**src/rtl/mpqm_pkg.sv**
```systemverilog
`timescale 1ns / 1ps
// ----------------------------------------------------------------------------
// mpqm_pkg
// Shared constants for the message pool queue manager.
// ----------------------------------------------------------------------------
package mpqm_pkg;

  // Default sizes
  localparam int NODES_DEF      = 64;
  localparam int BODY_WIDTH_DEF = 32;

  // Compare width for slot, queue and base values (NODES stays below 256)
  localparam int CMP_W = 9;

  // Fixed roots
  localparam logic [CMP_W-1:0] MAILBOX_ROOTS = 9'd2;
  localparam logic [CMP_W-1:0] FREE_ROOT     = 9'd0;
  localparam logic [CMP_W-1:0] BUSY_ROOT     = 9'd1;

  // Operation codes
  localparam logic [2:0] FUNC_INIT    = 3'd0;
  localparam logic [2:0] FUNC_ALLOC   = 3'd1;
  localparam logic [2:0] FUNC_POST    = 3'd2;
  localparam logic [2:0] FUNC_RECEIVE = 3'd3;
  localparam logic [2:0] FUNC_FREE    = 3'd4;
  localparam logic [2:0] FUNC_READ    = 3'd5;

  // Register indexes
  localparam logic REG_NUM_ROOTS = 1'b0;
  localparam logic REG_MODE      = 1'b1;

  // Sequencer states
  localparam logic [3:0] ST_IDLE  = 4'd0;
  localparam logic [3:0] ST_TAKE  = 4'd1;
  localparam logic [3:0] ST_TAKE2 = 4'd2;
  localparam logic [3:0] ST_UNL   = 4'd3;
  localparam logic [3:0] ST_UL1   = 4'd4;
  localparam logic [3:0] ST_UL2   = 4'd5;
  localparam logic [3:0] ST_AP1   = 4'd6;
  localparam logic [3:0] ST_AP2   = 4'd7;
  localparam logic [3:0] ST_SWEEP = 4'd8;
  localparam logic [3:0] ST_RDP   = 4'd9;

endpackage

```
**src/rtl/mpqm_link_ram.sv**
```systemverilog
`timescale 1ns / 1ps
// ----------------------------------------------------------------------------
// mpqm_link_ram
// Next and previous link memories: one write port each, one shared
// registered read address.
// ----------------------------------------------------------------------------
module mpqm_link_ram #(
  parameter int NODES = mpqm_pkg::NODES_DEF,
  parameter int IDXW  = $clog2(NODES)
) (
  input  logic            clk,
  input  logic            nw_en,
  input  logic [IDXW-1:0] nw_addr,
  input  logic [IDXW-1:0] nw_data,
  input  logic            pw_en,
  input  logic [IDXW-1:0] pw_addr,
  input  logic [IDXW-1:0] pw_data,
  input  logic [IDXW-1:0] rd_addr,
  output logic [IDXW-1:0] nxt_q,
  output logic [IDXW-1:0] prv_q
);

  logic [IDXW-1:0] mem_next [NODES];
  logic [IDXW-1:0] mem_prev [NODES];

  // Write next links
  always_ff @(posedge clk) begin
    if (nw_en) begin
      mem_next[nw_addr] <= nw_data;
    end
    nxt_q <= mem_next[rd_addr];
  end

  // Write previous links
  always_ff @(posedge clk) begin
    if (pw_en) begin
      mem_prev[pw_addr] <= pw_data;
    end
    prv_q <= mem_prev[rd_addr];
  end

endmodule

```
**src/rtl/message_pool_queue_manager.sv**
```systemverilog
`timescale 1ns / 1ps
// ----------------------------------------------------------------------------
// message_pool_queue_manager
// Pool of message slots kept on circular doubly linked queues, with the
// free list on root 0. Links and slot fields live in on-chip memories.
// ----------------------------------------------------------------------------
// Channel    Direction  Handshake                   Payload
// command    in         start, busy                 func, slot, queue_sel,
//                                                   source_id, event_code,
//                                                   msg_length, dest_id, body_word
// result     out        done (one-cycle strobe)     handle, out_dest, out_source,
//                                                   out_event, out_length, out_body
// config     in/out     psel, penable, pwrite       paddr, pwdata, prdata, pready
//
// Steps: unused codes and ignored commands answer from idle, read passes RDP,
// alloc and receive pass TAKE, TAKE2, UNL, UL1, UL2 (ending at TAKE2 on an
// empty queue), post and free pass UNL, UL1, UL2, AP1, AP2. Init walks the
// link memories one entry a cycle; the steps share one link read address.
// Reset: rst clears control and starts the same link rebuild; busy
// stays high until it ends. A result is shown for one cycle; the receiver
// cannot stall, and a new command is taken as soon as busy is low.
// ----------------------------------------------------------------------------
module message_pool_queue_manager #(
  parameter int NODES      = mpqm_pkg::NODES_DEF,
  parameter int BODY_WIDTH = mpqm_pkg::BODY_WIDTH_DEF
) (
  input  logic                  clk,
  input  logic                  rst,
  input  logic                  start,
  output logic                  busy,
  input  logic [2:0]            func,
  input  logic [5:0]            slot,
  input  logic [5:0]            queue_sel,
  input  logic [7:0]            source_id,
  input  logic [7:0]            event_code,
  input  logic [7:0]            msg_length,
  input  logic [7:0]            dest_id,
  input  logic [BODY_WIDTH-1:0] body_word,
  output logic                  done,
  output logic [5:0]            handle,
  output logic [7:0]            out_dest,
  output logic [7:0]            out_source,
  output logic [7:0]            out_event,
  output logic [7:0]            out_length,
  output logic [BODY_WIDTH-1:0] out_body,
  input  logic                  psel,
  input  logic                  penable,
  input  logic                  pwrite,
  input  logic [2:0]            paddr,
  input  logic [31:0]           pwdata,
  output logic [31:0]           prdata,
  output logic                  pready
);

  localparam int IDXW = $clog2(NODES);
  localparam int CW   = mpqm_pkg::CMP_W;
  localparam logic [CW-1:0]   NODES_C = CW'(NODES);
  localparam logic [IDXW-1:0] LAST_IX = IDXW'(NODES - 1);

  // Configuration registers
  logic [5:0] num_roots;
  logic       per_process_mode;

  // Sequencer state
  logic [3:0]      state;
  logic [2:0]      func_r;
  logic [IDXW-1:0] r_q;
  logic [IDXW-1:0] n_q;
  logic            take_q;
  logic            emit_q;
  logic [CW-1:0]   base_q;
  logic [IDXW-1:0] cnt;
  logic [7:0]      src_r;
  logic [7:0]      evt_r;
  logic [7:0]      len_r;

  // Link memory ports
  logic            nw_en;
  logic [IDXW-1:0] nw_addr;
  logic [IDXW-1:0] nw_data;
  logic            pw_en;
  logic [IDXW-1:0] pw_addr;
  logic [IDXW-1:0] pw_data;
  logic [IDXW-1:0] rd_addr;
  logic [IDXW-1:0] nxt_q;
  logic [IDXW-1:0] prv_q;

  // Slot field memories
  logic [23:0]            mem_meta [NODES];
  logic [7:0]             mem_dest [NODES];
  logic [BODY_WIDTH-1:0]  mem_body [NODES];
  logic [23:0]            meta_q;
  logic [7:0]             dest_q;
  logic [BODY_WIDTH-1:0]  body_q;

  // Command decode
  logic            accept;
  logic            wr_cfg;
  logic [CW-1:0]   base_now;
  logic [CW-1:0]   slot_w;
  logic [CW-1:0]   dest_w;
  logic [CW-1:0]   qsel_w;
  logic            slot_ok;
  logic            post_ok;
  logic [IDXW-1:0] slot_ix;
  logic [CW-1:0]   cnt_w;
  logic [CW-1:0]   nr_w;

  assign accept  = start && !busy;
  assign wr_cfg  = psel && penable && pwrite && pready;
  assign pready  = 1'b1;
  assign busy    = (state != mpqm_pkg::ST_IDLE);
  assign prdata  = (paddr[2] == mpqm_pkg::REG_MODE) ? {31'd0, per_process_mode}
                                                    : {26'd0, num_roots};
  assign slot_w  = CW'(slot);
  assign dest_w  = CW'(dest_id);
  assign qsel_w  = CW'(queue_sel);
  assign slot_ix = IDXW'(slot);
  assign cnt_w   = CW'(cnt);
  assign nr_w    = CW'(num_roots);
  assign slot_ok = (slot_w >= base_now) && (slot_w < NODES_C);
  assign post_ok = slot_ok && (!per_process_mode || dest_w < base_now);

  // First message slot for the current mode
  always_comb begin
    base_now = mpqm_pkg::MAILBOX_ROOTS;
    if (per_process_mode) begin
      if (nr_w > NODES_C) begin
        base_now = NODES_C;
      end else if (nr_w > mpqm_pkg::MAILBOX_ROOTS) begin
        base_now = nr_w;
      end
    end
  end

  // Configuration writes
  always_ff @(posedge clk) begin
    if (rst) begin
      num_roots        <= 6'd2;
      per_process_mode <= 1'b0;
    end else if (wr_cfg) begin
      if (paddr[2] == mpqm_pkg::REG_MODE) begin
        per_process_mode <= pwdata[0];
      end else begin
        num_roots <= pwdata[5:0];
      end
    end
  end

  // Link memory writes and read address per step
  always_comb begin
    nw_en   = 1'b0;
    nw_addr = n_q;
    nw_data = n_q;
    pw_en   = 1'b0;
    pw_addr = n_q;
    pw_data = n_q;
    rd_addr = n_q;
    case (state)
      mpqm_pkg::ST_TAKE: begin
        rd_addr = r_q;
      end
      mpqm_pkg::ST_UL1: begin
        nw_en   = 1'b1;
        nw_addr = prv_q;
        nw_data = nxt_q;
        pw_en   = 1'b1;
        pw_addr = nxt_q;
        pw_data = prv_q;
      end
      mpqm_pkg::ST_UL2: begin
        nw_en   = 1'b1;
        pw_en   = 1'b1;
        rd_addr = r_q;
      end
      mpqm_pkg::ST_AP1: begin
        nw_en   = 1'b1;
        nw_addr = prv_q;
        pw_en   = 1'b1;
        pw_data = prv_q;
      end
      mpqm_pkg::ST_AP2: begin
        nw_en   = 1'b1;
        nw_data = r_q;
        pw_en   = 1'b1;
        pw_addr = r_q;
      end
      mpqm_pkg::ST_SWEEP: begin
        nw_en   = 1'b1;
        nw_addr = cnt;
        pw_en   = 1'b1;
        pw_addr = cnt;
        if (cnt == '0) begin
          nw_data = (base_q < NODES_C) ? IDXW'(base_q) : '0;
          pw_data = (base_q < NODES_C) ? LAST_IX : '0;
        end else if (cnt_w < base_q) begin
          nw_data = cnt;
          pw_data = cnt;
        end else begin
          nw_data = (cnt == LAST_IX) ? '0 : cnt + 1'b1;
          pw_data = (cnt_w == base_q) ? '0 : cnt - 1'b1;
        end
      end
      default: begin
      end
    endcase
  end

  mpqm_link_ram #(
    .NODES (NODES),
    .IDXW  (IDXW)
  ) u_link (
    .clk     (clk),
    .nw_en   (nw_en),
    .nw_addr (nw_addr),
    .nw_data (nw_data),
    .pw_en   (pw_en),
    .pw_addr (pw_addr),
    .pw_data (pw_data),
    .rd_addr (rd_addr),
    .nxt_q   (nxt_q),
    .prv_q   (prv_q)
  );

  // Slot fields: post data written at accept, alloc data in the last unlink step
  always_ff @(posedge clk) begin
    if (accept && func == mpqm_pkg::FUNC_POST && post_ok) begin
      mem_dest[slot_ix] <= dest_id;
      mem_body[slot_ix] <= body_word;
    end
    if (state == mpqm_pkg::ST_UL2 && func_r == mpqm_pkg::FUNC_ALLOC) begin
      mem_meta[n_q] <= {src_r, evt_r, len_r};
    end
    meta_q <= mem_meta[slot_ix];
    dest_q <= mem_dest[slot_ix];
    body_q <= mem_body[slot_ix];
  end

  // Sequencer
  always_ff @(posedge clk) begin
    if (rst) begin
      state  <= mpqm_pkg::ST_SWEEP;
      cnt    <= '0;
      base_q <= mpqm_pkg::MAILBOX_ROOTS;
      emit_q <= 1'b0;
      done   <= 1'b0;
    end else begin
      done <= 1'b0;
      case (state)
        mpqm_pkg::ST_IDLE: begin
          if (accept) begin
            func_r     <= func;
            src_r      <= source_id;
            evt_r      <= event_code;
            len_r      <= msg_length;
            base_q     <= base_now;
            n_q        <= slot_ix;
            take_q     <= 1'b0;
            handle     <= '0;
            out_dest   <= '0;
            out_source <= '0;
            out_event  <= '0;
            out_length <= '0;
            out_body   <= '0;
            case (func)
              mpqm_pkg::FUNC_INIT: begin
                cnt    <= '0;
                emit_q <= 1'b1;
                state  <= mpqm_pkg::ST_SWEEP;
              end
              mpqm_pkg::FUNC_ALLOC: begin
                r_q    <= IDXW'(mpqm_pkg::FREE_ROOT);
                take_q <= 1'b1;
                state  <= mpqm_pkg::ST_TAKE;
              end
              mpqm_pkg::FUNC_POST: begin
                if (per_process_mode) begin
                  r_q <= IDXW'(dest_id);
                end else begin
                  r_q <= IDXW'(mpqm_pkg::BUSY_ROOT);
                end
                if (post_ok) begin
                  state <= mpqm_pkg::ST_UNL;
                end else begin
                  done <= 1'b1;
                end
              end
              mpqm_pkg::FUNC_RECEIVE: begin
                take_q <= 1'b1;
                if (!per_process_mode) begin
                  r_q   <= IDXW'(mpqm_pkg::BUSY_ROOT);
                  state <= mpqm_pkg::ST_TAKE;
                end else if (qsel_w < base_now) begin
                  r_q   <= IDXW'(queue_sel);
                  state <= mpqm_pkg::ST_TAKE;
                end else begin
                  done <= 1'b1;
                end
              end
              mpqm_pkg::FUNC_FREE: begin
                r_q <= IDXW'(mpqm_pkg::FREE_ROOT);
                if (slot_ok) begin
                  state <= mpqm_pkg::ST_UNL;
                end else begin
                  done <= 1'b1;
                end
              end
              mpqm_pkg::FUNC_READ: begin
                if (slot_w < NODES_C) begin
                  state <= mpqm_pkg::ST_RDP;
                end else begin
                  done <= 1'b1;
                end
              end
              default: begin
                done <= 1'b1;
              end
            endcase
          end
        end
        mpqm_pkg::ST_TAKE: begin
          state <= mpqm_pkg::ST_TAKE2;
        end
        // Empty queue gives handle 0
        mpqm_pkg::ST_TAKE2: begin
          if (nxt_q == r_q) begin
            done  <= 1'b1;
            state <= mpqm_pkg::ST_IDLE;
          end else begin
            n_q   <= nxt_q;
            state <= mpqm_pkg::ST_UNL;
          end
        end
        mpqm_pkg::ST_UNL: begin
          state <= mpqm_pkg::ST_UL1;
        end
        mpqm_pkg::ST_UL1: begin
          state <= mpqm_pkg::ST_UL2;
        end
        mpqm_pkg::ST_UL2: begin
          if (take_q) begin
            handle <= 6'(n_q);
            done   <= 1'b1;
            state  <= mpqm_pkg::ST_IDLE;
          end else begin
            state <= mpqm_pkg::ST_AP1;
          end
        end
        mpqm_pkg::ST_AP1: begin
          state <= mpqm_pkg::ST_AP2;
        end
        mpqm_pkg::ST_AP2: begin
          done  <= 1'b1;
          state <= mpqm_pkg::ST_IDLE;
        end
        // Rebuild links one entry a cycle
        mpqm_pkg::ST_SWEEP: begin
          cnt <= cnt + 1'b1;
          if (cnt == LAST_IX) begin
            done   <= emit_q;
            emit_q <= 1'b0;
            state  <= mpqm_pkg::ST_IDLE;
          end
        end
        mpqm_pkg::ST_RDP: begin
          out_dest   <= dest_q;
          out_source <= meta_q[23:16];
          out_event  <= meta_q[15:8];
          out_length <= meta_q[7:0];
          out_body   <= body_q;
          done       <= 1'b1;
          state      <= mpqm_pkg::ST_IDLE;
        end
        default: begin
          state <= mpqm_pkg::ST_IDLE;
        end
      endcase
    end
  end

  // A result only follows work in progress
  assert property (@(posedge clk) disable iff (rst) done |-> $past(busy || accept))
    else $error("result without a command");

  // An accepted command either works or answers next cycle
  assert property (@(posedge clk) disable iff (rst) accept |=> (busy || done))
    else $error("command dropped");

  // Sweep index stays inside the pool
  assert property (@(posedge clk) disable iff (rst)
    (state == mpqm_pkg::ST_SWEEP) |-> (cnt_w < NODES_C))
    else $error("sweep index out of range");

  // Only take operations return a nonzero handle
  assert property (@(posedge clk) disable iff (rst) (done && handle != '0) |-> take_q)
    else $error("handle from a non-take operation");

endmodule
```
**config.mk**
```make
export PLATFORM = sky130hd
export DESIGN_NAME = message_pool_queue_manager
export DESIGN_NICKNAME = d
export VERILOG_FILES = /design/src/rtl/mpqm_pkg.sv /design/src/rtl/mpqm_link_ram.sv /design/src/rtl/message_pool_queue_manager.sv
export SDC_FILE = /design/constraint.sdc
export NUM_CORES = 2
export LEC_CHECK = 0
export BUFFER_PORTS_ARGS = -buffer_cell sky130_fd_sc_hd__buf_4
export CORE_AREA = 2 2 790 477
export CTS_CLUSTER_SIZE = 25
export DETAILED_ROUTE_END_ITERATION = 8
export DIE_AREA = 0 0 792 479
export MAX_ROUTING_LAYER = met4
export PLACE_DENSITY = 0.75
export SLEW_MARGIN = 20
export SYNTH_ARGS = -nofsm -noshare
export SYNTH_HDL_FRONTEND = slang
export SYNTH_MEMORY_MAX_BITS = 65536
export SYNTH_SLANG_ARGS = --single-unit
export TNS_END_PERCENT = 1
```
**constraint.sdc**
```tcl
create_clock -name clk -period 6.1 [get_ports clk]
set_input_delay 0.915 -clock clk [delete_from_list [all_inputs] [get_ports clk]]
set_output_delay 0.915 -clock clk [all_outputs]
set_load 0.01 [all_outputs]
```
==> summary.md <==
| Metric | Value |
|---|---|
| Pwr Density | `324 nW/um^2` |
| Setup violators final | `0` |
| Starting density of the core | `0.498` |
| R2R cell count | `13` |
| Lkg Pwr | `63.9 nW` |
| Max clock buf depth | `4` |
| Root Driver | `clkbuf_16` |
| Die Ht | `479 um` |
| Worst vdd ir | `288 uV` |
| First-pass GRT wire length | `760000 um` |
| Synth top area share | `0.805` |
| Setup Total Neg Slack | `0 ns` |
| Via count | `109000` |
| Die X | `792 um` |
| R2R Path Start | `num_roots[5]$_SDFFE_PP0P_` |
| Avg Inst Size Synth | `18.2 um^2` |
| DR DRC count | `0` |
| Max Slew Vio Count | `0` |
| Max-Cap Viols | `0` |
| H-tree lvl count | `5` |
| Layout cells sized above 1 | `0.134` |
| Row count | `174` |
| Most common flop cell mapped by yosys | `edfxtp_1` |
| Met2 usage in global routing | `0.384` |
| Clk pwr share | `0.395` |
| Final period util | `0.854` |
| GR Layer Usage met3 | `0.109` |
| Core area | `373000 um^2` |
| Initial antenna violation count | `38` |
| Met1 usage | `0.400` |
| Per-cell routed wire length | `34.0 um` |
| Synth Instances | `10200` |
| Psw | `14.4 mW` |
| Ranking of synthesized cells by area | `edfxtp_1, a22oi_1, a221oi_1, a22o_1, clkbuf_1` |
| Post-CTS Resized | `0` |
| RePlAce Congestion | `0.940` |
| Flop2flop setup slack | `0.89 ns` |
| Min-Delay Startpoint | `msg_length[5]` |
| Net Sw Frac | `0.213` |
| Worst R2R End | `mem_body[39][0]$_DFFE_PP_` |
| Cell variety after synth | `72` |
| Area growth syn-to-layout | `12.6%` |
| Comb pwr share | `0.038` |
| Vias in the first global route | `103000` |
| Unrepaired setup endpoints after global routing | `false` |
| Crit Path Class | `flip-flop to flip-flop` |
| Min cycle time layout | `5.21 ns` |
| Detailed Route Iter0 Violations | `20300` |
| Area leader, netlist | `edfxtp_1` |
| Flops & latches, synth | `5075` |
| Final WS setup | `0.893 ns` |
| Worst-margin pin slew | `1.31 ns` |
| Die area | `379000 um^2` |
| Post-Layout Cell Count | `15900` |
| Layout Cell Area excl Fill | `209000 um^2` |
| Startpoint Class | `flip-flop` |
| NumNets Final | `10700` |
| Drt total wl | `541000 um` |
| Hold bufs inserted after CTS | `0` |
| Ys Warns | `0` |
| I/O pin cnt | `225` |
| Worst-path clk slew | `0.06 ns` |
| Cell Count Post-Placement | `15100` |
| Setup Skew | `0.114 ns` |
| CP endpoint kind | `flip-flop` |
| Status | `finished clean` |
| EDFF count, synth | `4974` |
| CP required | `6.73 ns` |
| P_int | `53.3 mW` |
| Most Used Layer, Global Route | `met1` |
| CP cell instances | `or4_1, o21ai_0, nor2_1, ha_1, nand2b_1, a2111oi_1, nor3b_1, o22ai_1, nor4_2, buf_4, nand2_1, nor2_4, buf_12` |
| Worst-path cell with the longest stage delay | `nor2_4` |
| Placed inst area | `195000 um^2` |
| Port-buffer cells | `169` |
| Final Total Pwr | `67.8 mW` |
| CTS sink count | `5075` |
| Dpl hpwl | `323000 um` |
| Rel. slew slack | `0.125` |
| Max Clk Rate | `192 MHz` |
| Seq pwr share | `0.567` |
| Total global routing overflow | `0` |
| Via density | `6.83` |
| Largest net degree at the start of global routing | `114` |
| Worst Hold Path EP | `len_r[5]$_DFFE_PP_` |
| Place WS | `0.887 ns` |
| Num CTS Buffers | `427` |
| Clock latency on the worst-skew pair | `0.99 ns` |
| Mapped cell area | `186000 um^2` |
| # Post-CTS Setup Buffers | `0` |
| CTS tree | `built` |
| Worst hold slack | `0.0981 ns` |
| Worst Hold Path Cells | `1` |
| Worst-path maximum fanout | `22` |
| Share of flip-flops with an asynchronous set or reset | `0` |
| GRT Total Usage | `0.286` |
| Sequential fraction of the synthesis area | `0.816` |
| Largest stage delay, worst path | `1.03 ns` |
| DRT Pass-1 Iters | `8` |
| Final Hold Vio Count | `0` |
| Crit path DAT | `5.84 ns` |
| DRT antenna net count | `0` |
| Final Util | `0.561` |
| Min-Delay Path Class | `input port to flip-flop` |
==> flip-flops by register name, indices dropped and copies added (netlist names), 8 cells and up <==
signal and flops:
mem_body 2048, out_event 8, out_body 32, body_q 32
mem_dest 512, u_link.mem_prev 384, dest_q 8, src_r 8
evt_r 8, out_source 8, mem_meta 1536, out_dest 8
u_link.mem_next 384, len_r 8, meta_q 24, out_length 8
==> power by group through the flow <==
stage	combinational (mW)	clock (mW)	sequential, mW
after detailed placement	2.47	0	39.2
after CTS	2.48	26.8	38.4
after floorplan	1.11	0	39.2
final	2.58	26.8	38.4
after global routing	2.65	28.1	38.4
after global placement	2.39	0	39.2
==> cells in the mapped netlist (33+ instances only) <==
library cell / n
nand2_1: 333
nor2_1: 350
o21ai_0: 33
a31oi_1: 310
a41oi_1: 66
dfxtp_1: 101
a221oi_1: 312
nand3_1: 166
clkbuf_1: 554
buf_4: 39
edfxtp_1: 4974
nor4_1: 51
nand4_1: 184
mux2i_1: 109
a22o_1: 297
a21oi_1: 176
a32oi_1: 44
mux4_2: 85
a22oi_1: 1488
and3_1: 74
buf_1: 69
==> worst max-delay path by stage <==
stage,cells after the start,slack (ns),start,to
final,13,0.89,num_roots[5]$_SDFFE_PP0P_,mem_body[39][0]$_DFFE_PP_
after global routing,13,0.62,num_roots[5]$_SDFFE_PP0P_,mem_body[39][0]$_DFFE_PP_
after CTS,13,0.91,num_roots[5]$_SDFFE_PP0P_,mem_body[39][11]$_DFFE_PP_
after detailed placement,13,0.89,num_roots[5]$_SDFFE_PP0P_,mem_body[39][6]$_DFFE_PP_
after global placement,13,0.90,num_roots[5]$_SDFFE_PP0P_,mem_body[39][6]$_DFFE_PP_
after floorplan,9,1.04,cnt[1]$_SDFFE_PP0P_,u_link.mem_prev[0][0]$_DFFE_PP_
==> cells in the final DEF (no fill, tap or decap), types with 44 or more instances in the layout <==
| cell type | synthesis | layout |
|---|---|---|
| buf_12 | 0 | 83 |
| nor4_1 | 51 | 50 |
| a221oi_1 | 312 | 312 |
| a22o_1 | 297 | 297 |
| nor2_4 | 1 | 69 |
| clkbuf_1 | 554 | 97 |
| nor2_2 | 0 | 66 |
| clkinv_2 | 0 | 77 |
| mux4_2 | 85 | 85 |
| a41oi_1 | 66 | 66 |
| nand2_1 | 333 | 331 |
| buf_4 | 39 | 500 |
| nand4_1 | 184 | 184 |
| a22oi_1 | 1488 | 1488 |
| nor2_1 | 350 | 216 |
| and3_1 | 74 | 72 |
| a32oi_1 | 44 | 44 |
| a21oi_1 | 176 | 174 |
| nand3_1 | 166 | 165 |
| clkinv_1 | 1 | 94 |
| a31oi_1 | 310 | 307 |
| mux2i_1 | 109 | 108 |
| edfxtp_1 | 4974 | 4974 |
| clkbuf_16 | 0 | 432 |
| dfxtp_1 | 101 | 100 |
==> layout make-up <==
class	count	area, um^2
diodes	36	90.1
clock buffers	541	11300
clock inverters	240	2070
fillers	26800	164000
inverters	28	105
multi-input cells	4407	32300
flip-flops and latches	5075	151000
well taps	5016	6280
repair buffers	584	5440
==> per-layer routing <==
| metal | vias up | wire length, um |
|---|---|---|
| met2 | 9893 | 228000 |
| met1 | 54300 | 195000 |
| li1 | 43300 | - |
| met4 | 0 | 20700 |
| met3 | 1168 | 97800 |
| met5 | - | 0 |
==> worst max-delay path: cells and delay by family (launching register included) <==
kind | cells | cell delay (ns)
DFF | 1 | 0.35
AOI/OAI and AO/OA | 3 | 0.75
buffers and inverters | 2 | 0.57
and+or+nand+nor | 7 | 2.95
adders and majority gates | 1 | 0.29
==> kinds of logic after synthesis <==
kind of cell,Yosys count,share of synthesized area
flops,5075,0.816
compound gates,2867,0.116
simple gates,1274,0.0329
buf+inv,723,0.0159
mux,206,0.0170
fa+ha+maj,24,0.00162
xor+xnor,9,0.000425
other cells,2,0.0000405
Power figures use the tool's default switching activity.
